==> src/design/mur_pkg.sv <==
// ----------------------------------------------------------------------------
// mur_pkg
// Types, constants and helper types shared by the 64-bit hash unit.
// ----------------------------------------------------------------------------
package mur_pkg;

	localparam logic [63:0] MUR_MULT  = 64'hc6a4a7935bd1e995;
	localparam int          MUR_SHIFT = 47;

	localparam logic [7:0]  LEN_RESET         = 8'd129;
	localparam int          QUEUE_DEPTH_DEF   = 2;

	// How a word enters the hash.
	typedef enum logic [1:0] {
		CLS_ZERO = 2'd0,
		CLS_PART = 2'd1,
		CLS_FULL = 2'd2
	} word_cls_t;

	// One classified word, as the front hands it to the back.
	typedef struct packed {
		logic [63:0] data;
		word_cls_t   cls;
		logic        last;
		logic        first;
		logic [7:0]  len;
	} entry_t;

	typedef struct packed {
		logic        start;
		logic [63:0] operand;
	} mul_req_t;

	typedef struct packed {
		logic        done;
		logic [63:0] result;
	} mul_rsp_t;

	typedef enum logic [3:0] {
		ST_IDLE,
		ST_WAIT,
		ST_AFTER_INIT,
		ST_DISPATCH,
		ST_MIX_SHIFT,
		ST_ABSORB,
		ST_SET_H,
		ST_TAIL,
		ST_FIN_DONE
	} back_state_t;

endpackage

==> src/design/mur_mul.sv <==
// ----------------------------------------------------------------------------
// mur_mul
// Multiplies a 64-bit operand by the hash constant modulo 2^64 with one
// 32x32 multiplier, accumulating the low product and the cross terms in turn.
// ----------------------------------------------------------------------------
module mur_mul (
	input  logic              clk,
	input  logic              arst_n,
	input  mur_pkg::mul_req_t req,
	output mur_pkg::mul_rsp_t rsp
);
	import mur_pkg::*;

	localparam logic [31:0] MULT_LO = MUR_MULT[31:0];
	localparam logic [31:0] MULT_HI = MUR_MULT[63:32];

	logic [63:0] a_q;
	logic [63:0] acc_q;
	logic [1:0]  cnt_q;
	logic        busy_q;
	logic        done_q;
	logic [31:0] op_a;
	logic [31:0] op_b;
	logic [63:0] prod;

	// Low product first, then the two cross terms, which only reach the
	// upper half of the result.
	always_comb begin
		case (cnt_q)
			2'd0: begin
				op_a = a_q[31:0];
				op_b = MULT_LO;
			end
			2'd1: begin
				op_a = a_q[31:0];
				op_b = MULT_HI;
			end
			default: begin
				op_a = a_q[63:32];
				op_b = MULT_LO;
			end
		endcase
		prod = {32'd0, op_a} * {32'd0, op_b};
	end

	always_ff @(posedge clk or negedge arst_n) begin
		if (!arst_n) begin
			busy_q <= 1'b0;
			done_q <= 1'b0;
			cnt_q  <= 2'd0;
		end else begin
			done_q <= 1'b0;
			if (req.start) begin
				busy_q <= 1'b1;
				cnt_q  <= 2'd0;
			end else if (busy_q) begin
				if (cnt_q == 2'd2) begin
					busy_q <= 1'b0;
					done_q <= 1'b1;
				end
				cnt_q <= cnt_q + 2'd1;
			end
		end
	end

	always_ff @(posedge clk) begin
		if (req.start) begin
			a_q <= req.operand;
		end else if (busy_q) begin
			if (cnt_q == 2'd0) begin
				acc_q <= prod;
			end else begin
				acc_q <= acc_q + {prod[31:0], 32'd0};
			end
		end
	end

	assign rsp.done   = done_q;
	assign rsp.result = acc_q;

endmodule

==> src/design/mur_front.sv <==
// ----------------------------------------------------------------------------
// mur_front
// Accepts words, masks and classifies them, tracks message boundaries and
// holds the message length register.
// ----------------------------------------------------------------------------
module mur_front (
	input  logic             clk,
	input  logic             arst_n,
	input  logic             length_we,
	input  logic [7:0]       message_length,
	input  logic             accept,
	input  logic [63:0]      data_word,
	input  logic [3:0]       word_bytes,
	input  logic             last,
	output mur_pkg::entry_t  entry
);
	import mur_pkg::*;

	logic [7:0]  len_q;
	logic        in_msg_q;
	logic [3:0]  nsat;
	logic [63:0] masked;

	always_comb begin
		nsat = (word_bytes > 4'd8) ? 4'd8 : word_bytes;
		for (int i = 0; i < 8; i++) begin
			masked[8*i +: 8] = (4'(i) < nsat) ? data_word[8*i +: 8] : 8'd0;
		end
	end

	always_comb begin
		entry.data  = masked;
		entry.last  = last;
		entry.first = !in_msg_q;
		entry.len   = len_q;
		if (nsat == 4'd8) begin
			entry.cls = CLS_FULL;
		end else if (nsat == 4'd0) begin
			entry.cls = CLS_ZERO;
		end else begin
			entry.cls = CLS_PART;
		end
	end

	always_ff @(posedge clk or negedge arst_n) begin
		if (!arst_n) begin
			len_q    <= LEN_RESET;
			in_msg_q <= 1'b0;
		end else begin
			if (length_we) begin
				len_q <= message_length;
			end
			if (accept) begin
				in_msg_q <= !last;
			end
		end
	end

endmodule

==> src/design/mur_queue.sv <==
// ----------------------------------------------------------------------------
// mur_queue
// Short queue of classified words between the front and the back.
// ----------------------------------------------------------------------------
module mur_queue #(
	parameter int DEPTH = mur_pkg::QUEUE_DEPTH_DEF
) (
	input  logic            clk,
	input  logic            arst_n,
	input  logic            push,
	input  mur_pkg::entry_t wr_entry,
	output logic            full,
	input  logic            pop,
	output mur_pkg::entry_t rd_entry,
	output logic            empty
);
	import mur_pkg::*;

	localparam int PW = (DEPTH > 1) ? $clog2(DEPTH) : 1;
	localparam int CW = $clog2(DEPTH + 1);
	localparam logic [PW-1:0] LAST_PTR = PW'(DEPTH - 1);
	localparam logic [CW-1:0] DEPTH_CNT = CW'(DEPTH);

	entry_t        mem_q [DEPTH];
	logic [PW-1:0] wr_ptr_q;
	logic [PW-1:0] rd_ptr_q;
	logic [CW-1:0] count_q;
	logic          do_push;
	logic          do_pop;

	assign full     = (count_q == DEPTH_CNT);
	assign empty    = (count_q == '0);
	assign do_push  = push && !full;
	assign do_pop   = pop && !empty;
	assign rd_entry = mem_q[rd_ptr_q];

	always_ff @(posedge clk or negedge arst_n) begin
		if (!arst_n) begin
			wr_ptr_q <= '0;
			rd_ptr_q <= '0;
			count_q  <= '0;
		end else begin
			if (do_push) begin
				wr_ptr_q <= (wr_ptr_q == LAST_PTR) ? '0 : wr_ptr_q + PW'(1);
			end
			if (do_pop) begin
				rd_ptr_q <= (rd_ptr_q == LAST_PTR) ? '0 : rd_ptr_q + PW'(1);
			end
			if (do_push && !do_pop) begin
				count_q <= count_q + CW'(1);
			end else if (do_pop && !do_push) begin
				count_q <= count_q - CW'(1);
			end
		end
	end

	always_ff @(posedge clk) begin
		if (do_push) begin
			mem_q[wr_ptr_q] <= wr_entry;
		end
	end

endmodule

==> src/design/mur_back.sv <==
// ----------------------------------------------------------------------------
// mur_back
// Sequencer that mixes queued words into the running hash through the
// shared multiply unit, finalizes it and holds the result register.
// ----------------------------------------------------------------------------
module mur_back (
	input  logic              clk,
	input  logic              arst_n,
	input  mur_pkg::entry_t   q_entry,
	input  logic              q_empty,
	output logic              q_pop,
	output mur_pkg::mul_req_t mul_req,
	input  mur_pkg::mul_rsp_t mul_rsp,
	output logic [63:0]       hash_value,
	output logic              empty,
	input  logic              pop
);
	import mur_pkg::*;

	back_state_t state_q, state_d;
	back_state_t ret_q, ret_d;

	logic [63:0] h_q;
	logic [63:0] word_q;
	word_cls_t   cls_q;
	logic        last_q;
	logic        out_valid_q;
	logic [63:0] out_hash_q;

	logic        load_item;
	logic        load_h;
	logic [63:0] h_d;
	logic        load_out;
	logic [63:0] res;
	logic [63:0] res_fold;

	assign res      = mul_rsp.result;
	assign res_fold = res ^ (res >> MUR_SHIFT);

	always_comb begin
		state_d         = state_q;
		ret_d           = ret_q;
		q_pop           = 1'b0;
		load_item       = 1'b0;
		load_h          = 1'b0;
		h_d             = res;
		load_out        = 1'b0;
		mul_req.start   = 1'b0;
		mul_req.operand = res;
		unique case (state_q)
			ST_IDLE: begin
				if (!q_empty) begin
					q_pop     = 1'b1;
					load_item = 1'b1;
					if (q_entry.first) begin
						mul_req.start   = 1'b1;
						mul_req.operand = {56'd0, q_entry.len};
						ret_d           = ST_AFTER_INIT;
						state_d         = ST_WAIT;
					end else begin
						state_d = ST_DISPATCH;
					end
				end
			end
			ST_WAIT: begin
				if (mul_rsp.done) begin
					state_d = ret_q;
				end
			end
			ST_AFTER_INIT: begin
				load_h  = 1'b1;
				state_d = ST_DISPATCH;
			end
			ST_DISPATCH: begin
				case (cls_q)
					CLS_FULL: begin
						mul_req.start   = 1'b1;
						mul_req.operand = word_q;
						ret_d           = ST_MIX_SHIFT;
						state_d         = ST_WAIT;
					end
					CLS_PART: begin
						mul_req.start   = 1'b1;
						mul_req.operand = h_q ^ word_q;
						ret_d           = ST_SET_H;
						state_d         = ST_WAIT;
					end
					default: begin
						state_d = ST_TAIL;
					end
				endcase
			end
			ST_MIX_SHIFT: begin
				mul_req.start   = 1'b1;
				mul_req.operand = res_fold;
				ret_d           = ST_ABSORB;
				state_d         = ST_WAIT;
			end
			ST_ABSORB: begin
				mul_req.start   = 1'b1;
				mul_req.operand = h_q ^ res;
				ret_d           = ST_SET_H;
				state_d         = ST_WAIT;
			end
			ST_SET_H: begin
				load_h  = 1'b1;
				state_d = ST_TAIL;
			end
			ST_TAIL: begin
				if (last_q) begin
					mul_req.start   = 1'b1;
					mul_req.operand = h_q ^ (h_q >> MUR_SHIFT);
					ret_d           = ST_FIN_DONE;
					state_d         = ST_WAIT;
				end else begin
					state_d = ST_IDLE;
				end
			end
			ST_FIN_DONE: begin
				// The result register must be free before the hash leaves.
				if (!out_valid_q) begin
					load_out = 1'b1;
					state_d  = ST_IDLE;
				end
			end
			default: begin
				state_d = ST_IDLE;
			end
		endcase
	end

	always_ff @(posedge clk or negedge arst_n) begin
		if (!arst_n) begin
			state_q     <= ST_IDLE;
			ret_q       <= ST_IDLE;
			out_valid_q <= 1'b0;
		end else begin
			state_q <= state_d;
			ret_q   <= ret_d;
			if (load_out) begin
				out_valid_q <= 1'b1;
			end else if (pop) begin
				out_valid_q <= 1'b0;
			end
		end
	end

	always_ff @(posedge clk) begin
		if (load_item) begin
			word_q <= q_entry.data;
			cls_q  <= q_entry.cls;
			last_q <= q_entry.last;
		end
		if (load_h) begin
			h_q <= h_d;
		end
		if (load_out) begin
			out_hash_q <= res_fold;
		end
	end

	assign hash_value = out_hash_q;
	assign empty      = !out_valid_q;

endmodule

==> src/design/murmur64a_hash_unit.sv <==
// ----------------------------------------------------------------------------
// murmur64a_hash_unit
// 64-bit MurmurHash64A, seed zero, over little-endian message words.
// ----------------------------------------------------------------------------
// Words are pushed with their valid byte count and a last mark; one hash
// comes out for each message, on its last word. The front masks and
// classifies each word and places it in a short queue, so pushes continue
// while the back works, until the queue is full. The back runs every step
// through one shared multiply-by-constant unit built around a single 32x32
// multiplier, and the products of a word depend on one another. A full
// word is multiplied, folded, multiplied again, mixed into the hash and
// multiplied once more; a partial word is mixed into the hash and
// multiplied; an empty word needs no product. The first word of a message
// first seeds the hash from the length and the last word adds finalization.
// The length register is sampled when a message's first word is pushed.
// ----------------------------------------------------------------------------
module murmur64a_hash_unit #(
	parameter int QUEUE_DEPTH = mur_pkg::QUEUE_DEPTH_DEF
) (
	input  logic        clk,
	input  logic        arst_n,
	input  logic        length_we,
	input  logic [7:0]  message_length,
	input  logic        push,
	output logic        full,
	input  logic [63:0] data_word,
	input  logic [3:0]  word_bytes,
	input  logic        last,
	output logic        empty,
	input  logic        pop,
	output logic [63:0] hash_value
);
	import mur_pkg::*;

	entry_t   wr_entry;
	entry_t   rd_entry;
	logic     q_empty;
	logic     q_pop;
	logic     accept;
	mul_req_t mul_req;
	mul_rsp_t mul_rsp;

	assign accept = push && !full;

	mur_front u_front (
		.clk            (clk),
		.arst_n         (arst_n),
		.length_we      (length_we),
		.message_length (message_length),
		.accept         (accept),
		.data_word      (data_word),
		.word_bytes     (word_bytes),
		.last           (last),
		.entry          (wr_entry)
	);

	mur_queue #(
		.DEPTH (QUEUE_DEPTH)
	) u_queue (
		.clk      (clk),
		.arst_n   (arst_n),
		.push     (push),
		.wr_entry (wr_entry),
		.full     (full),
		.pop      (q_pop),
		.rd_entry (rd_entry),
		.empty    (q_empty)
	);

	mur_mul u_mul (
		.clk    (clk),
		.arst_n (arst_n),
		.req    (mul_req),
		.rsp    (mul_rsp)
	);

	mur_back u_back (
		.clk        (clk),
		.arst_n     (arst_n),
		.q_entry    (rd_entry),
		.q_empty    (q_empty),
		.q_pop      (q_pop),
		.mul_req    (mul_req),
		.mul_rsp    (mul_rsp),
		.hash_value (hash_value),
		.empty      (empty),
		.pop        (pop)
	);

endmodule
==> config.mk <==
export PLATFORM = sky130hd
export DESIGN_NAME = murmur64a_hash_unit
export DESIGN_NICKNAME = d
export VERILOG_FILES = /design/src/design/mur_pkg.sv /design/src/design/mur_mul.sv /design/src/design/mur_front.sv /design/src/design/mur_queue.sv /design/src/design/mur_back.sv /design/src/design/murmur64a_hash_unit.sv
export SDC_FILE = /design/constraint.sdc
export NUM_CORES = 2
export LEC_CHECK = 0
export ABC_AREA = 1
export BUFFER_PORTS_ARGS = -buffer_cell sky130_fd_sc_hd__clkbuf_2
export CAP_MARGIN = 30
export CORE_MARGIN = 2
export CORE_UTILIZATION = 55
export DETAILED_ROUTE_END_ITERATION = 16
export PLACE_DENSITY = 0.72
export SETUP_SLACK_MARGIN = 0.4
export SYNTH_ARGS = -nofsm -noshare
export SYNTH_HDL_FRONTEND = slang
export SYNTH_SLANG_ARGS = --single-unit
==> constraint.sdc <==
create_clock -name clk -period 27 [get_ports clk]
set_clock_uncertainty 0.1 [all_clocks]
set_input_delay 0 -clock clk [delete_from_list [all_inputs] [get_ports clk]]
set_output_delay 0 -clock clk [all_outputs]
set_load 0.01 [all_outputs]
# Word-level counts from Yosys, hierarchy flattened
# Memory sizes are Yosys's and may differ from the RTL's.
# Cells that the tools add are included.
# totals
regBits,349
mem_bits_rw,152
memories,1
# op_classes
muxes,52
multipliers,1
bitwise,5
eq_ne,20
reduce_logical,26
n_addsub,6
magnitude_cmp,9
# memory_table
memory,depth,word_bits,rd,rd_ports_with_merged_regs,wr,line,text
u_queue.mem_q,2,76,1,0,1,mur_queue.sv:24,entry_t mem_q [DEPTH];
# op_table
op,count
one-hot mux 65 bit (5 select lines),1
two-way mux 65 bit,3
one-hot mux 65 bit (2 select lines),1
XOR 64 x 17 -> 64 bit,2
XOR 64 bit,2
adder 64 bit,1
multiplier 32 x 32 -> 64 bit,1
two-way mux 32 bit,2
two-way mux 64 bit,1
two-way mux 8 bit,8
one-hot mux 4 bit (8 select lines),1
two-way mux 4 bit,7
one-hot mux 4 bit (5 select lines),1
two-way mux 1 bit,19
"equality test 4 x 3 -> 1 bit, second input constant",4
"less-than comparator 3 x 4 -> 1 bit, first input constant",4
two-way mux 2 bit,6
"equality test 4 x 2 -> 1 bit, second input constant",2
"equality test 4 bit, second input constant",2
logical NOT 4 bit,2
"less-than comparator 1 x 4 -> 1 bit, first input constant",2
"less-than comparator 2 x 4 -> 1 bit, first input constant",2
"inequality test 2 bit, second input constant",4
one-hot mux 4 bit (2 select lines),1
20 further kinds,40

# Depth between registers and ports, before layout
# logic_depth
ltp_word,7
ltp_mapped,51
depth_no_buf,49

# Modules after synthesis
# Synthesis repeated with hierarchy kept, for this count alone.
# unflattened
hier_cells,5406
hier_area_um2,49432.4
# by_module_without_submodules
mod,area_per_inst_um2,cells_each,seq_area_each_um2,instances
mur_mul,32139.6,3639,3943.8,1
mur_back,10551.4,1158,6080.8,1
mur_queue,5775.5,429,4664.5,1
mur_front,955.9,178,227.7,1
murmur64a_hash_unit,10.0,2,0.0,1

# Least setup slack after synthesis
# OpenSTA, ideal clock, no wires.
# synth_timing
path_type,register to register
from,register u_mul.cnt_q[1]
to,"register u_mul.acc_q[63], data pin"
required_ns,26.646
stages_incl_launch_ff,40
t_arrival_ns,8.543
setup_ns,0.254
slack_ns,18.103
n_path_buf,2
cell_sequence,dfrtp_1 -> inv_1 -> ha_1 -> nor2_8 -> buf_6 -> buf_6 -> o21ai_0 -> inv_1 -> nor2_1 -> inv_1 -> fa_1 -> fa_1 -> fa_1 -> fa_1 -> fa_1 -> fa_1 -> fa_1 -> inv_1 -> (+4 left out) -> inv_1 -> nor2_1 -> inv_1 -> nor2_1 -> nor2_1 -> nand2_1 -> xnor2_1 -> inv_1 -> ha_1 -> nand4_1 -> nor2_1 -> inv_1 -> nor3_1 -> nand2_1 -> nand2b_1 -> nand3_1 -> nand3_1 -> nand2_1
# synth_via
elab_chain_len,6
elab_cells_between_ends,8
cone_classes,1 x add/sub; 1 x mul; 1 x eq/ne; 3 x mux; 2 x reduce/logical
# synth_lines
element,line,text
start: declaration,mur_mul.sv:19,logic [1:0] cnt_q;
start signal: assignment,mur_mul.sv:61,cnt_q <= cnt_q + 2'd1;
equality test 2 x 1 -> 1 bit or logical NOT 2 bit (tied branches),"mur_mul.sv:29, mur_mul.sv:70",
OR reduction 2 bit (no line),--,
two-way mux 32 bit,mur_mul.sv:29,case (cnt_q)
multiplier 32 x 32 -> 64 bit,mur_mul.sv:43,"prod = {32'd0, op_a} * {32'd0, op_b};"
adder 64 bit,mur_mul.sv:73,"acc_q <= acc_q + {prod[31:0], 32'd0};"
two-way mux 64 bit *,mur_mul.sv:70,if (cnt_q == 2'd0) begin
end signal: assignment,mur_mul.sv:71,acc_q <= prod;
end signal: assignment,mur_mul.sv:73,
end: declaration,mur_mul.sv:18,logic [63:0] acc_q;
# Every way passes the cells marked *; elsewhere a longest branch is shown, timed or not.
# A chain may end at the register's enable or synchronous reset.

# Final worst setup path
# layout_timing
from,register u_mul.cnt_q[0]
to,"register u_mul.acc_q[62], data pin"
# Same word-level chain as after synthesis.

==> results.sh <==
export IMPL_drive_gt1_share_pct=7.73
export IMPL_avgRoutedWirePerCell_um=24.9
export IMPL_nets=6439
export IMPL_fin_util_pct=60.5
export IMPL_antenna_found_initial=2
export IMPL_yosys_mux_area_fraction_pct=0.371
export IMPL_fmax_mhz=90.5
export IMPL_crit_cells=43
export IMPL_std_cell_rows=109
export IMPL_cts_buffers=48
export IMPL_dp_slack_ps=16100
export IMPL_worst_pin_slew_ps=1270
export IMPL_crit_top_cell="inv_1"
export IMPL_synth_xor_area_share_pct=1.39
export IMPL_tns_ps=0
export IMPL_start_util_pct=55.2
export IMPL_grt_pass1_wl_mm=237
export IMPL_setup_viol=0
export IMPL_postRouteAntennaNets=0
export IMPL_synth_top_family_by_area="adder cells"
export IMPL_yosysWarnings=0
export IMPL_crit_family="adder cells"
export IMPL_cts_buffer_depth=3
export IMPL_drc_errors=0
export IMPL_ys_seq_area_share_pct=30.7
export IMPL_drv_cap=0
export IMPL_path_class="reg -> reg"
export IMPL_dieArea_sq_mm=0.0908
export IMPL_io_buffers=147
export IMPL_vias_per_cell=5.72
export IMPL_synth_cell_type_count=61
export IMPL_synth_area_per_cell_sq_um=9.54
export IMPL_die_h_um=301
export IMPL_min_from="pop"
export IMPL_grt_pass1_vias=37600
export IMPL_postCtsResizedCells=0
export IMPL_cp_arrival_ps=11310
export IMPL_placed_area_sq_mm=0.0506
export IMPL_rr_worst_depth=43
export IMPL_num_io_pins=148
export IMPL_numClockSinks=501
export IMPL_synthAdderAreaFrac_pct=36.4
export IMPL_crit_path_start="u_mul.cnt_q[0]"
export IMPL_drv_slew=0
export IMPL_hold_class="in -> reg"
export IMPL_vias=37300
export IMPL_gr_total_overflow=0
export IMPL_place_gp_congestion=1.07
export IMPL_grt_max_degree=85
export IMPL_crit_path_max_incr_delay_ps=690
export IMPL_end_kind="register"
export IMPL_synth_edf_count=475
export IMPL_postSynthCellCount=5096
export IMPL_maxSlewHeadroom_pct=14.2
export IMPL_area_growth_syn_to_layout_pct=9.50
export IMPL_worst_setup_path_start_kind="register"
export IMPL_drt_wl_total_mm=162
export IMPL_synth_area_sq_mm=0.0486
export IMPL_die_x_um=301
export IMPL_post_route_period_util_pct=40.9
export IMPL_async_flop_share_pct=5.19
export IMPL_ys_seq_elements=501
export IMPL_path_buf_inv=12
export IMPL_synth_simple_area_share_pct=12.8
export IMPL_finalCriticalPeriod_ps=11050
export IMPL_cp_required_ps=27260
export IMPL_hold_viol=0
export IMPL_worst_skew_pair_late_latency_ps=610
export IMPL_hold_path_depth=3
export IMPL_root_buffer="clkbuf_16"
export IMPL_clk_pin_slew_ps=60
export IMPL_dp_hpwl_mm=132
export IMPL_cp_max_fo=51
export IMPL_track_usage_pct=36.0
export IMPL_synth_compound_area_share_pct=8.37
export IMPL_outcome="completed"
export IMPL_cts_max_level=2
export IMPL_cts_tree="built"
export IMPL_fin_ws_ps=15950
export IMPL_cp_slowest_cell="nor2_8"
export IMPL_rsz0062_at_grt="false"
export IMPL_drt_iter0_drc=3990
export IMPL_design_area_sq_mm=0.0532
export IMPL_synth_top_flop_cell="edfxtp_1"
export IMPL_dr_pass1_iters=8
export IMPL_core_sq_mm=0.0880
export IMPL_reg2reg_from="u_mul.cnt_q[0]"
export IMPL_postCtsSetupBuffers=0
cells in the mapped netlist, drive strengths merged, types with 24 or more instances:
library cell	number	area, sq um
a21oi	217	1090
buf	35	213
clkbuf	88	330
dfrtp	24	601
edfxtp	475	14300
fa	607	12200
ha	442	5530
inv	1151	4320
nand2	836	3140
nand3	114	576
nor2	440	1760
nor3	29	150
o211a	38	380
o21ai	260	1370
o311ai	38	333
or2	48	300
xnor2	31	272
xor2	46	403
cell usage in the layout (no fill, tap or decap), types with 8 or more instances in the layout:
master | netlist | layout
a21oi_1 | 217 | 217
o31ai_1 | 9 | 9
nand3_1 | 113 | 113
o311ai_1 | 21 | 21
o211ai_1 | 17 | 17
nor2_1 | 417 | 414
clkbuf_1 | 88 | 16
xor2_1 | 46 | 46
o311ai_0 | 17 | 17
o21bai_1 | 11 | 11
clkbuf_2 | 0 | 147
inv_1 | 1107 | 1103
dlygate4sd3_1 | 0 | 94
clkbuf_16 | 0 | 49
o21ai_2 | 15 | 15
edfxtp_1 | 475 | 475
mux2i_1 | 9 | 9
a31oi_1 | 8 | 8
o221ai_1 | 10 | 10
buf_4 | 4 | 38
nand2_1 | 834 | 831
xnor2_1 | 31 | 31
o21ai_0 | 204 | 204
o21ai_1 | 40 | 40
mux2_2 | 8 | 8
fa_1 | 607 | 607
dfrtp_1 | 24 | 23
nor2_2 | 15 | 14
a21o_1 | 13 | 13
nand3b_1 | 17 | 17
nor2_4 | 7 | 11
or2_2 | 39 | 39
inv_2 | 44 | 48
o22ai_1 | 9 | 9
nor3_1 | 28 | 27
o211a_1 | 38 | 38
nand4_1 | 13 | 13
ha_1 | 442 | 439
kinds of logic after synthesis:
family	Yosys count
multiplexers	17
adder cells (fa/ha/maj)	1049
other	2
AO/OA/AOI/OAI	670
flip-flops	501
buffers and inverters	1275
AND/OR/NAND/NOR	1505
XOR/XNOR	77
final timing paths:
kind	end	slack, ps
min in group asynchronous	u_front.len_q[7]	450
worst min-delay path	u_back.out_valid_q	30
worst max register to register	u_mul.acc_q[62]	15950
worst min register to register	u_queue.mem_q[0][6]	390
max in group asynchronous	u_queue.rd_ptr_q	26150
worst max-delay path	u_mul.acc_q[62]	15950
routing by layer:
metal / up-vias / GRT usage (%) / share of wire (%)
li1: 16600 / - / -
met1: 18400 / 47.8 / 38
met2: 1929 / 56.5 / 46
met3: 362 / 8.15 / 10
met4: 2 / 16.7 / 5.5
met5: - / 0 / 0.0068
worst min-delay path, delay by kind of cell:
kind / cells / cell delay, ps
buf+inv: 2 / 610
compound gates: 1 / 60
what timing repair did:
action | CTS | global route
hold buffers | 95 | 0
hold endpoints to repair | 171 | 0
setup endpoints to repair | 0 | 0
flip-flops by register name, indices dropped and copies added, names as in the netlist:
register / flops
u_back.cls_q: 2
u_back.h_q: 64
u_back.hash_value: 64
u_back.last_q: 1
u_back.out_valid_q: 1
u_back.ret_q: 4
u_back.state_q: 4
u_back.word_q: 64
u_front.in_msg_q: 1
u_front.len_q: 8
u_mul.a_q: 64
u_mul.acc_q: 64
u_mul.busy_q: 1
u_mul.cnt_q: 2
u_mul.done_q: 1
u_queue.count_q: 2
u_queue.mem_q: 152
u_queue.rd_ptr_q: 1
u_queue.wr_ptr_q: 1
area by class of cell:
class,count,area (sq um)
repair buffers,282,2010
well taps,1165,1460
multi-input cells,3323,28900
fillers,7329,34700
clock inverters,18,263
clock buffers,70,1360
diodes,3,7.51
inverters,1152,4320
flip-flops and latches,501,14900
through the flow:
| stage | hold WS (ps) | instances |
|---|---|---|
| final | 32.2 | 6514 |
| after global routing | 40.2 | 6512 |
| after CTS | 9.52 | 6511 |
| after detailed placement | 20.5 | 6328 |
| after global placement | 14.6 | 6325 |
| after floorplan | -396 | 5099 |
Power is not shown: default switching activity piles up to over one toggle a cycle in this logic, so the estimate is an artifact.
